==> src/rtl/greedy_cheapest_edge_path_search_macros.svh <==
// assertion helpers shared by the rtl
`ifndef GREEDY_CHEAPEST_EDGE_PATH_SEARCH_MACROS_SVH
`define GREEDY_CHEAPEST_EDGE_PATH_SEARCH_MACROS_SVH
// property checked on every clock edge outside reset
`define GCEP_ASSERT(label, prop, msg) \
    label: assert property (@(posedge clk) disable iff (!rst_n) (prop)) \
        else $error(msg);
// condition that implies a property in the same cycle
`define GCEP_ASSERT_IMPLY(label, cond, prop, msg) \
    label: assert property (@(posedge clk) disable iff (!rst_n) (cond) |-> (prop)) \
        else $error(msg);
`endif

==> src/rtl/gcep_pkg.sv <==
package gcep_pkg;

    localparam int MAX_EDGES = 256;
    localparam int MAX_PATH  = 64;
    localparam int EW = $clog2(MAX_EDGES);
    localparam int PW = $clog2(MAX_PATH);

    localparam logic [1:0] CMD_LOAD  = 2'd0;
    localparam logic [1:0] CMD_CLEAR = 2'd1;
    localparam logic [1:0] CMD_RUN   = 2'd2;

    localparam logic [2:0] ST_OK          = 3'd0;
    localparam logic [2:0] ST_UNREACHABLE = 3'd1;
    localparam logic [2:0] ST_NO_PATH     = 3'd2;
    localparam logic [2:0] ST_TABLE_FULL  = 3'd3;
    localparam logic [2:0] ST_OVERFLOW    = 3'd4;

    localparam logic REG_START  = 1'b0;
    localparam logic REG_FINISH = 1'b1;

    typedef struct packed {
        logic [1:0]  command;
        logic [7:0]  edge_from;
        logic [7:0]  edge_to;
        logic [15:0] edge_weight;
    } request_t;

    typedef struct packed {
        logic [7:0] path_vertex;
        logic       path_last;
        logic [2:0] status;
    } result_t;

    // controller -> datapath
    typedef struct packed {
        logic load;       // write request edge at edge_count
        logic clear;
        logic run_init;   // stack <= start, depth 1
        logic scan_init;  // begin scan of top vertex
        logic scan_step;  // read next edge entry
        logic push;       // mark best used, push its target
        logic mark;       // mark best used without a push
        logic pop;
        logic out_init;
        logic out_step;
    } ctrl_t;

    // datapath -> controller
    typedef struct packed {
        logic table_full;
        logic self_loop;
        logic start_eq_finish;
        logic finish_seen;
        logic top_is_finish;
        logic scan_done;
        logic found;
        logic stack_full;
        logic depth_one;
        logic out_last;
    } stat_t;

endpackage

==> src/rtl/gcep_ctrl.sv <==
`include "greedy_cheapest_edge_path_search_macros.svh"
module gcep_ctrl import gcep_pkg::*;
(
    input  logic       clk,
    input  logic       rst_n,
    input  logic       start,
    input  request_t   req,
    input  stat_t      stat,
    input  logic [7:0] start_vertex,
    input  logic [7:0] out_vertex,
    output ctrl_t      ctrl,
    output logic       busy,
    output logic       done,
    output result_t    result
);

    localparam logic [2:0] S_IDLE  = 3'd0;
    localparam logic [2:0] S_CHECK = 3'd1;
    localparam logic [2:0] S_SCAN  = 3'd2;
    localparam logic [2:0] S_POPW  = 3'd3;
    localparam logic [2:0] S_OUTR  = 3'd4;
    localparam logic [2:0] S_OUT   = 3'd5;

    logic [2:0] state_reg, state_next;
    logic       done_reg, done_next;
    result_t    res_reg, res_next;

    logic go;
    assign go = start && !busy;

    always_comb
    begin
        state_next = state_reg;
        done_next  = 1'b0;
        res_next   = res_reg;
        ctrl       = '0;
        unique case (state_reg)
            S_IDLE:
            begin
                if (go)
                begin
                    priority if (req.command == CMD_LOAD)
                    begin
                        if (!stat.self_loop)
                        begin
                            if (stat.table_full)
                            begin
                                done_next = 1'b1;
                                res_next  = '{8'd0, 1'b1, ST_TABLE_FULL};
                            end
                            else
                                ctrl.load = 1'b1;
                        end
                    end
                    else if (req.command == CMD_CLEAR)
                        ctrl.clear = 1'b1;
                    else if (req.command == CMD_RUN)
                    begin
                        if (stat.start_eq_finish)
                        begin
                            done_next = 1'b1;
                            res_next  = '{start_vertex, 1'b1, ST_OK};
                        end
                        else if (!stat.finish_seen)
                        begin
                            done_next = 1'b1;
                            res_next  = '{8'd0, 1'b1, ST_UNREACHABLE};
                        end
                        else
                        begin
                            ctrl.run_init = 1'b1;
                            state_next    = S_CHECK;
                        end
                    end
                    else
                    begin
                    end
                end
            end
            S_CHECK:
            begin
                if (stat.top_is_finish)
                begin
                    ctrl.out_init = 1'b1;
                    state_next    = S_OUTR;
                end
                else
                begin
                    ctrl.scan_init = 1'b1;
                    state_next     = S_SCAN;
                end
            end
            S_SCAN:
            begin
                ctrl.scan_step = 1'b1;
                if (stat.scan_done)
                begin
                    ctrl.scan_step = 1'b0;
                    if (stat.found)
                    begin
                        if (stat.stack_full)
                        begin
                            ctrl.mark  = 1'b1;
                            done_next  = 1'b1;
                            res_next   = '{8'd0, 1'b1, ST_OVERFLOW};
                            state_next = S_IDLE;
                        end
                        else
                        begin
                            ctrl.push  = 1'b1;
                            state_next = S_CHECK;
                        end
                    end
                    else if (stat.depth_one)
                    begin
                        done_next  = 1'b1;
                        res_next   = '{8'd0, 1'b1, ST_NO_PATH};
                        state_next = S_IDLE;
                    end
                    else
                        state_next = S_POPW;
                end
            end
            S_POPW:
            begin
                // stack read of new top is ready
                ctrl.pop       = 1'b1;
                state_next     = S_CHECK;
            end
            S_OUTR:
            begin
                ctrl.out_step = 1'b1;
                state_next    = S_OUT;
            end
            S_OUT:
            begin
                done_next = 1'b1;
                res_next  = '{out_vertex, stat.out_last, ST_OK};
                if (stat.out_last)
                    state_next = S_IDLE;
                else
                    state_next = S_OUTR;
            end
            default:
                state_next = S_IDLE;
        endcase
    end

    // the overflow case also marks the used edge, as the walk does
    always_ff @(posedge clk or negedge rst_n)
    begin
        if (!rst_n)
        begin
            state_reg <= S_IDLE;
            done_reg  <= 1'b0;
        end
        else
        begin
            state_reg <= state_next;
            done_reg  <= done_next;
        end
    end

    always_ff @(posedge clk)
    begin
        res_reg <= res_next;
    end

    assign busy   = state_reg != S_IDLE || done_reg;
    assign done   = done_reg;
    assign result = res_reg;

    `GCEP_ASSERT_IMPLY(a_last_idle, done_reg && res_reg.path_last, state_reg == S_IDLE,
        "last result while walking")
    `GCEP_ASSERT_IMPLY(a_no_go_busy, state_reg != S_IDLE, !go, "request taken while busy")
    `GCEP_ASSERT(a_pop_check, state_reg == S_POPW |=> state_reg == S_CHECK,
        "pop not followed by check")

endmodule

==> config.mk <==
export PLATFORM = sky130hd
export DESIGN_NAME = gcep_ctrl
export DESIGN_NICKNAME = d
export VERILOG_FILES = /design/src/rtl/gcep_pkg.sv /design/src/rtl/gcep_ctrl.sv
export VERILOG_INCLUDE_DIRS = /design/src /design/src/rtl
export SDC_FILE = /design/constraint.sdc
export NUM_CORES = 1
export LEC_CHECK = 0
export ABC_AREA = 1
export BUFFER_PORTS_ARGS = -buffer_cell sky130_fd_sc_hd__clkbuf_2
export CAP_MARGIN = 25
export CORE_MARGIN = 2
export CORE_UTILIZATION = 31
export CTS_CLUSTER_DIAMETER = 60
export DETAILED_ROUTE_END_ITERATION = 8
export PLACE_DENSITY = 0.74
export SLEW_MARGIN = 0
export SYNTH_ARGS = -nofsm -noshare
export SYNTH_HDL_FRONTEND = slang
export SYNTH_SLANG_ARGS = --single-unit
==> constraint.sdc <==
create_clock -name clk -period 2.15 [get_ports clk]
set_input_delay 0.5375 -clock clk [delete_from_list [all_inputs] [get_ports clk]]
set_output_delay 0.5375 -clock clk [all_outputs]
set_load 0.005 [all_outputs]
==> impl_results.md, run 1 <==
- Layout Skew: 0.00530 ns
- Post-synthesis sequential area ratio: 53.8%
- Min-delay worst type: in -> async
- DIE AREA: 0.00320 mm²
- Worst Setup End Kind: output pin
- CP cell instances: nor2_2 > nand4_1 > nor3_2 > clkbuf_2
- Post-Syn Area: 856 µm²
- Synth Net Count: 167
- PnR worst setup slack: 0.0832 ns
- Initial antenna violation count: 0
- Synthesized flop and latch total: 16
- Die W: 56.5 µm
- Share of total power in sequential cells: 42.2%
- Complex-gate fraction of the synthesized area: 9.80%
- Status: completed
- Post-route ant nets: 0
- DRC Markers: 0
- Hold_buf cts: 0
- CTS root buf: clkbuf_4
- Clock Sinks: 16
- Port bufs: 54
- CP required: 1.61 ns
- Clock buffer count from CTS: 3
- Cell Pwr Density: 1020 mW/mm²
- Num rows: 19
- Syn Area/Cell: 8.23 µm²
- ANT cells: 0
- R2r setup slk: 0.49 ns
- Distinct cells, synth: 18
- Worst R2R End: result[3]
- Routed len/inst: 11.1 µm
- Setup-failing EPs final: 0
- Commonest non-fill, non-tap cell in the layout: clkbuf_2
- P_leak: 0.642 nW
- First-pass GRT wire length: 3480 µm
- Multi-input logic area: 340 µm²
- Largest net degree at the start of global routing: 13
- Dpl hpwl: 1800 µm
- Die Y: 56.5 µm
- Critical Path Start Type: register
- CP Max Fanout: 6
- Multiplexer area fraction after synthesis: 0%
- Critical path's slowest cell: dfrtp_2
- Main combinational cell family by area after synthesis: simple AND/OR/NAND/NOR gates
- Adder-cell share of the synthesized area: 0%
- Worst path arrival time: 1.53 ns
- Switching pwr: 483 µW
- Clock network fraction of total power: 13.3%
- Total gr overflow: 0
- Buffers and inverters on the worst path: 1
- Worst hold slack: 0.0404 ns
- CTS tree: yes
- Unrepaired setup endpoints after global routing: yes
- Final nets: 230
- Net Sw Frac: 38.5%
- Worst reg-to-reg path cell count: 4
- Worst-skew pair later-pin latency: 0.29 ns
- Worst-margin pin slew: 0.413 ns
- Cells after synthesis: 104
- Highest Clock Rate: 484 MHz
- Post-synthesis xor/xnor area fraction: 0%
- Final max-slew violation count: 0
- Max-cap violation count: 0
- Combinational fraction of design power: 44.5%
- Register area: 462 µm²
- Crit path max-delay family: simple AND/OR/NAND/NOR gates
- Via count: 921
- Total track usage: 14.3%
- H-tree Lvls: 1
- Top FF cell, synth: edfxtp_1
- Asr flop ratio synth: 25.0%
- Number of global-route vias before repair: 819
- 1st-pass router iterations: 4
- Vias/cell: 4.68
- Worst-path clk slew: 0.09 ns
- Gpl congestion: 0.760
- EDFF count, synth: 12
- Fillers: 292
- Worst rel slew slack: 72.4%
- Setup Crit Path Kind: reg -> out
- Core ar.: 0.00269 mm²
- Syn-to-layout area delta: 44.3%
- CP max stage delay: 0.46 ns
- Crit path time final: 2.07 ns
- Iter 0 DRT Violations: 19
- Crit path from: state_reg[1]
- Simple-gate area share of the yosys netlist: 28.5%
- IO Pins: 87
- Clock buffer depth: 2
- Yosys warning total: 0
- Hold Vio Cnt, Final: 0
- Peak supply drop: 0.459 mV
- DRT Wirelength: 2190 µm
- Reg-to-Reg Start: state_reg[1]
- Number of flip-flops in the largest register: 12
- Share of post-route cells with drive strength above 1: 42.8%
- Worst slack, placed: 0.362 ns
- Pint: 771 µW
- Tcrit/Tclk final: 96.1%
- Most frequent cells in the layout: 54 x clkbuf_2, 27 x nand2_1, 15 x inv_1
- Starting Density: 31.9%
power by group through the flow:
stage	Clock [mW]	Combinational [mW]	Sequential [mW]
after detailed placement	0	0.543	0.533
after CTS	0.169	0.546	0.526
after global placement	0	0.533	0.527
after global routing	0.185	0.641	0.539
final	0.167	0.558	0.529
after floorplan	0	0.295	0.539
synth_stat cells, types with 3 or more instances:
cell type | number | share of area [%]
nor2_1 | 13 | 5.7
nand4_1 | 3 | 2.2
nand2_1 | 27 | 12
edfxtp_1 | 12 | 42
dfrtp_1 | 4 | 12
a21oi_1 | 3 | 1.8
inv_1 | 15 | 6.6
nand3_1 | 3 | 1.8
nor3_1 | 3 | 1.8
inv_2 | 3 | 1.3
o21ai_0 | 11 | 6.4
metrics by stage:
stage | util (%) | TNS, ns | area [µm²] | cells | total power, mW
final | 46.0 | 0 | 1230 | 197 | 1.25
after global routing | 46.0 | -0.0155 | 1230 | 197 | 1.37
after CTS | 45.2 | 0 | 1210 | 196 | 1.24
after detailed placement | 44.2 | 0 | 1190 | 192 | 1.08
after global placement | 44.2 | 0 | 1190 | 192 | 1.06
after floorplan | - | 0 | 856 | 104 | 0.834
worst max path at each step:
stage	endpoint	slack [ns]	depth (start not counted)
after global placement	ctrl[9]	0.39	4
after global routing	ctrl[9]	-0.02	4
after detailed placement	ctrl[9]	0.36	4
after CTS	ctrl[9]	0.04	4
after floorplan	result[0]	0.02	3
final	ctrl[9]	0.08	4
worst register-to-register path: cells and delay by family, from the launching register on:
| kind | cells | cell delay (ns) |
|---|---|---|
| AOI/OAI and AO/OA | 1 | 0.24 |
| and+or+nand+nor | 2 | 0.42 |
| buffers and inverters | 1 | 0.24 |
| DFF | 1 | 0.46 |
cells by family (layout without fill, tap and decap cells):
logic type,count (synthesis),count (layout)
buffers and inverters,18,80
AO/OA/AOI/OAI,16,16
AND/OR/NAND/NOR,54,54
flip-flops,16,16
per-layer routing:
metal  up-vias  track usage [%]  wire length [µm]  share of wire, %
met1       414             17.2               891                41
met4         0             8.16                52               2.4
met3         5             1.84               144               6.6
met2        34             24.3              1100                50
met5         -                0                 0                 0
li1        468                -                 -                 -
repair_timing:
item	4_1_cts	5_1_grt
endpoints found under the hold margin	0	0
setup endpoints to repair	0	3
gates resized for setup	0	4
setup buffers	0	1
layout make-up:
cell class / instances / share of cell area, %
Sequential cell: 16 / 37.4
Multi-Input combinational cell: 70 / 27.6
Timing Repair Buffer: 58 / 24.3
Inverter: 18 / 5.47
Tap cell: 31 / 3.14
Clock buffer: 4 / 2.13
Power figures use the tool's default switching activity.
==> run 2: changes to the inputs <==
Settings changed: CORE_ASPECT_RATIO set to 0.9.
==> run 2 against run 1 <==
Via count shrank 3.6%; non-clock buffer count is the same; global-route usage shrank 1.2 points; register-to-register slack lost 0.03 ns; sequential share of layout area grew 0.050 points; power shrank 0.33%; hold slack lost 0.00096 ns; clock skew grew 0.00072 ns; sequential cell count is the same; setup slack gained 0.048 ns; clock-buffer cell count shrank 1; die area is essentially flat.
==> impl_results.md, run 2 (same netlist as run 1, synthesis figures left out) <==
- Final Non-Filler Cells: 196
- Post-route ant nets: 0
- Reg-to-Reg Start: state_reg[1]
- Placed Area: 0.00119 mm²
- Final instance area: 0.00123 mm²
- Die Y: 53.8 µm
- Clock Sinks: 16
- Crit path time final: 2.02 ns
- Worst-margin pin slew: 0.336 ns
- Commonest non-fill, non-tap cell in the layout: clkbuf_2
- Total gr overflow: 0
- Total track usage: 13.1%
- Critical path's slowest cell: dfrtp_1
- R2r setup slk: 0.46 ns
- 1st-pass router iterations: 4
- CP Max Fanout: 6
- Highest Clock Rate: 495 MHz
- Syn-to-layout area delta: 43.7%
- Worst Setup End Kind: output pin
- Worst-path clk slew: 0.10 ns
- Iter 0 DRT Violations: 15
- Setup Crit Path Kind: reg -> out
- Levels on crit path: 4
- Final max-slew violation count: 0
- Number of flip-flops in the largest register: 12
- CP required: 1.61 ns
- Routed wl met3: 150 µm
- Met2 Wirelength: 1060 µm
- Starting Density: 31.9%
- Vias/cell: 4.53
- ANT cells: 0
- Routed len/inst: 10.6 µm
- Peak supply drop: 0.494 mV
- H-tree Lvls: 1
- CTS tree: yes
- Status: completed
- DRT Wirelength: 2080 µm
- Top sig layer: met3
- Hold Vio Cnt, Final: 0
- Clock buffer depth: 2
- Dpl hpwl: 1690 µm
- Initial antenna violation count: 0
- Share of post-route cells with drive strength above 1: 42.2%
- Worst-skew pair later-pin latency: 0.28 ns
- Via count: 888
- Dpl cells: 191
- Most frequent cells in the layout: 54 x clkbuf_2, 27 x nand2_1, 15 x inv_1
- CP endpoint: ctrl[9]
- Min-delay worst type: in -> async
- DIE AREA: 0.00320 mm²
- Fin util: 45.9%
- CP cell instances: nor2_2 > nand4_1 > nor3_1 > clkbuf_2
- Tcrit/Tclk final: 93.9%
- CTS root buf: clkbuf_4
- Port bufs: 54
- IO Pins: 87
- Gpl congestion: 0.707
- Largest net degree at the start of global routing: 13
- Worst path arrival time: 1.48 ns
- Final nets: 230
- Layout Skew: 0.00602 ns
- DRC Markers: 0
- Num rows: 18
- Max-cap violation count: 0
- Clock buffer count from CTS: 3
- PnR worst setup slack: 0.131 ns
- Core ar.: 0.00268 mm²
- Setup-failing EPs final: 0
- Worst reg-to-reg path cell count: 5
- Worst slack, placed: 0.390 ns
- Crit path max-delay family: simple AND/OR/NAND/NOR gates
- First-pass GRT wire length: 3150 µm
- Critical Path Start Type: register
- Crit path from: state_reg[1]
- Buffers and inverters on the worst path: 1
- CP max stage delay: 0.49 ns
- Worst R2R End: result[10]
- Number of global-route vias before repair: 785
- Worst rel slew slack: 77.6%
- Total Power: 1.25 mW
- Met1 Wirelength: 870 µm
- Cell Pwr Density: 1020 mW/mm²
- Die W: 59.4 µm
- P_leak: 0.644 nW
[run 2: cell types whose count changed in the layout (fill, tap and decap cells not counted)]
cell,before,now
nor2_1,12,11
clkbuf_1,1,0
dfrtp_2,1,0
nor3_1,1,3
o21ai_0,11,10
nand3_1,3,2
dfrtp_1,3,4
o21ai_1,0,1
nand3_2,0,1
clkinv_1,0,1
nor2_2,2,3
nor3_2,2,0
[run 2: worst min path at each step]
stage | start | endpoint | slack [ns] | depth (start not counted)
floorplan | rst_n | done | 0.24 | 0
CTS | rst_n | state_reg[1] | 0.03 | 1
global route | rst_n | state_reg[1] | 0.02 | 1
global placement | rst_n | state_reg[2] | 0.35 | 1
detailed placement | rst_n | state_reg[1] | 0.35 | 1
finish | rst_n | state_reg[0] | 0.04 | 1
[run 2: routing by layer]
layer,global-route usage (%),vias to the layer above
li1,-,465
met1,15.0,388
met2,24.4,35
met3,4.81,0
met4,1.14,0
met5,0,-
[run 2: timing repair]
item                                    4_1_cts  5_1_grt
setup buffers                                 0        1
endpoints found under the setup margin        0        4
resized for setup                             0        3
hold buffers                                  0        0
[run 2: worst reg2reg max path: stages (launching register included)]
cell and delay, ns:
dfrtp_1 0.49, nor2_2 0.17, nand4_1 0.20, buf_4 0.19
o21ai_1 0.12, buf_4 0.22
[run 2: report_power, final]
part | switching [mW] | internal (mW)
logic | 0.335 | 0.226
registers | 0.0572 | 0.471
clock network | 0.0933 | 0.0672
[run 2: final cells by class]
| cell class | instances | area (µm²) |
|---|---|---|
| fillers | 277 | 1450 |
| flip-flops and latches | 16 | 460 |
| multi-input cells | 70 | 338 |
| repair buffers | 58 | 300 |
| inverters | 18 | 67.6 |
| well taps | 30 | 37.5 |
| clock buffers | 3 | 22.5 |
| clock inverters | 1 | 3.75 |
[run 2: stage by stage]
step                hold slack (ns)  TNS (ns)
finish                       0.0394         0
global route                 0.0225   -0.0118
CTS                          0.0347         0
detailed placement            0.352         0
global placement              0.349         0
floorplan                     0.242         0
==> run 3: changes to the inputs <==
Settings changed: CORE_UTILIZATION 31 to 33, CTS_BUF_LIST set to sky130_fd_sc_hd__clkbuf_8, PLACE_DENSITY 0.74 to 0.79, REMOVE_ABC_BUFFERS set to 1.
==> run 3 against run 2 <==
Global-route usage up 1.5 points; register-to-register slack worse by 0.02 ns; clock skew down 0.0042 ns; combinational power fell by 3%; clock power grew 38%; power increased by 3.6%; critical endpoint unchanged; highest routed layer unchanged; wire length is 2.5% higher; largest power group unchanged; die area is 5.6% lower.
==> impl_results.md, run 3 (same netlist as run 1, synthesis figures left out) <==
- Status: completed
- Final max-slew violation count: 0
- Combinational fraction of design power: 42.0%
- Min-delay worst type: in -> async
- CP max stage delay: 0.47 ns
- Vias/cell: 4.59
- Highest Clock Rate: 498 MHz
- Critical Path Start Type: register
- Post-route ant nets: 0
- Peak supply drop: 0.710 mV
- Sum Neg Setup Slack: 0 ns
- CP Max Fanout: 6
- CP required: 1.61 ns
- CTS root buf: clkbuf_8
- Layout Skew: 0.00185 ns
- Setup-failing EPs final: 0
- ANT cells: 0
- Tcrit/Tclk final: 93.4%
- IO Pins: 87
- Critical path's slowest cell: dfrtp_1
- Number of global-route vias before repair: 840
- Placed Area: 0.00117 mm²
- Setup Crit Path Kind: reg -> out
- Share of total power in sequential cells: 40.8%
- Die W: 57.7 µm
- Worst-margin pin slew: 0.422 ns
- Die Y: 52.3 µm
- Worst path arrival time: 1.47 ns
- Starting Density: 34.7%
- Switching pwr: 480 µW
- Initial antenna violation count: 0
- Clock network fraction of total power: 17.2%
- H-tree Lvls: 1
- Final Non-Filler Cells: 192
- Via count: 882
- Gpl congestion: 0.748
- Clock Sinks: 16
- Syn-to-layout area delta: 43.3%
- Final nets: 228
- Core ar.: 0.00247 mm²
- Commonest non-fill, non-tap cell in the layout: clkbuf_2
- DRC Markers: 0
- First-pass GRT wire length: 3390 µm
- Dpl hpwl: 1690 µm
- CP cell instances: nor2_1 > nand4_1 > nor3_1 > clkbuf_2
- Pint: 815 µW
- Iter 0 DRT Violations: 38
- Largest net degree at the start of global routing: 13
- Port bufs: 54
- Unrepaired setup endpoints after global routing: no
- CTS tree: yes
- Worst Setup End Kind: output pin
- Total gr overflow: 0
- Final instance area: 0.00123 mm²
- DIE AREA: 0.00302 mm²
- Num rows: 17
- Clock buffer depth: 2
- 1st-pass router iterations: 4
- Worst-path clk slew: 0.06 ns
- Fillers: 246
- Worst rel slew slack: 71.8%
- Hold Vio Cnt, Final: 0
- Net Sw Frac: 37.1%
- Routed len/inst: 11.1 µm
- Most frequent cells in the layout: 54 x clkbuf_2, 27 x nand2_1, 15 x inv_1
- Dpl cells: 187
- Crit path time final: 2.01 ns
- Cell Pwr Density: 1060 mW/mm²
- Total track usage: 14.6%
- Number of flip-flops in the largest register: 12
- P_leak: 0.641 nW
- Share of post-route cells with drive strength above 1: 40.2%
- DRT Wirelength: 2130 µm
- Worst-skew pair later-pin latency: 0.24 ns
- Max-cap violation count: 0
- Clock buffer count from CTS: 3
## run 3: changes by cell type in the layout (fill, tap and decap cells not counted)
| cell | delta |
|---|---|
| nor2_1 | +2 |
| nor2_2 | -2 |
| buf_4 | -2 |
| clkbuf_4 | -3 |
| clkbuf_8 | +3 |
## run 3: worst max-delay path, delay by kind of cell, from the launching register on
kind	cells	cell delay [ns]
simple gates	3	0.62
flops	1	0.47
buf+inv	1	0.14
## run 3: final cells by class
class                      instances  area (µm²)  area share, %
multi-input combinational         70         333           27.1
inverter                          18        67.6           5.51
clock inverter                     1        3.75          0.306
tap                               28        35.0           2.86
timing repair buffer              56         285           23.3
clock buffer                       3        41.3           3.37
sequential                        16         460           37.6
## run 3: layer usage
| layer | global-route usage, % | part of all wire (%) | vias up |
|---|---|---|---|
| li1 | - | - | 460 |
| met1 | 16.8 | 41 | 388 |
| met2 | 25.9 | 51 | 34 |
| met3 | 4.94 | 7.8 | 0 |
| met4 | 3.88 | 0 | 0 |
| met5 | 0 | 0 | - |
## run 3: repair_timing
item | CTS | global route
setup endpoints to repair | 0 | 2
gates resized for setup | 0 | 1
buffers inserted | 0 | 1
hold buffers | 0 | 0
endpoints found under the hold margin | 0 | 0
## run 3: final timing paths
| path | startpoint | to | slack [ns] | depth (start not counted) |
|---|---|---|---|---|
| max in group asynchronous | rst_n | state_reg[0] | 1.93 | 1 |
| worst max register to register | state_reg[1] | result[7] | 0.44 | 5 |
| worst min-delay path | rst_n | done | 0.09 | 1 |
| min in group clk | stat[0] | state_reg[2] | 0.56 | 3 |
| worst min register to register | state_reg[2] | state_reg[1] | 0.61 | 2 |
| worst max-delay path | state_reg[1] | ctrl[9] | 0.14 | 4 |
## run 3: power groups by stage
stage / Clock [mW] / Combinational [mW] / Sequential (mW)
2_1_floorplan: 0 / 0.295 / 0.539
3_3_place_gp: 0 / 0.515 / 0.530
3_5_place_dp: 0 / 0.531 / 0.532
4_1_cts: 0.235 / 0.535 / 0.528
5_1_grt: 0.246 / 0.622 / 0.545
6_report: 0.222 / 0.544 / 0.529
## run 3: metrics by stage
step / util [%] / hold WS (ns) / setup slack, ns / total power, mW
after floorplan: - / 0.242 / 0.0201 / 0.834
after global placement: 47.4 / 0.353 / 0.317 / 1.05
after detailed placement: 47.4 / 0.352 / 0.320 / 1.06
after CTS: 49.2 / 0.0888 / 0.102 / 1.30
after global routing: 49.7 / 0.0884 / 0.0173 / 1.41
final: 49.7 / 0.0907 / 0.141 / 1.29
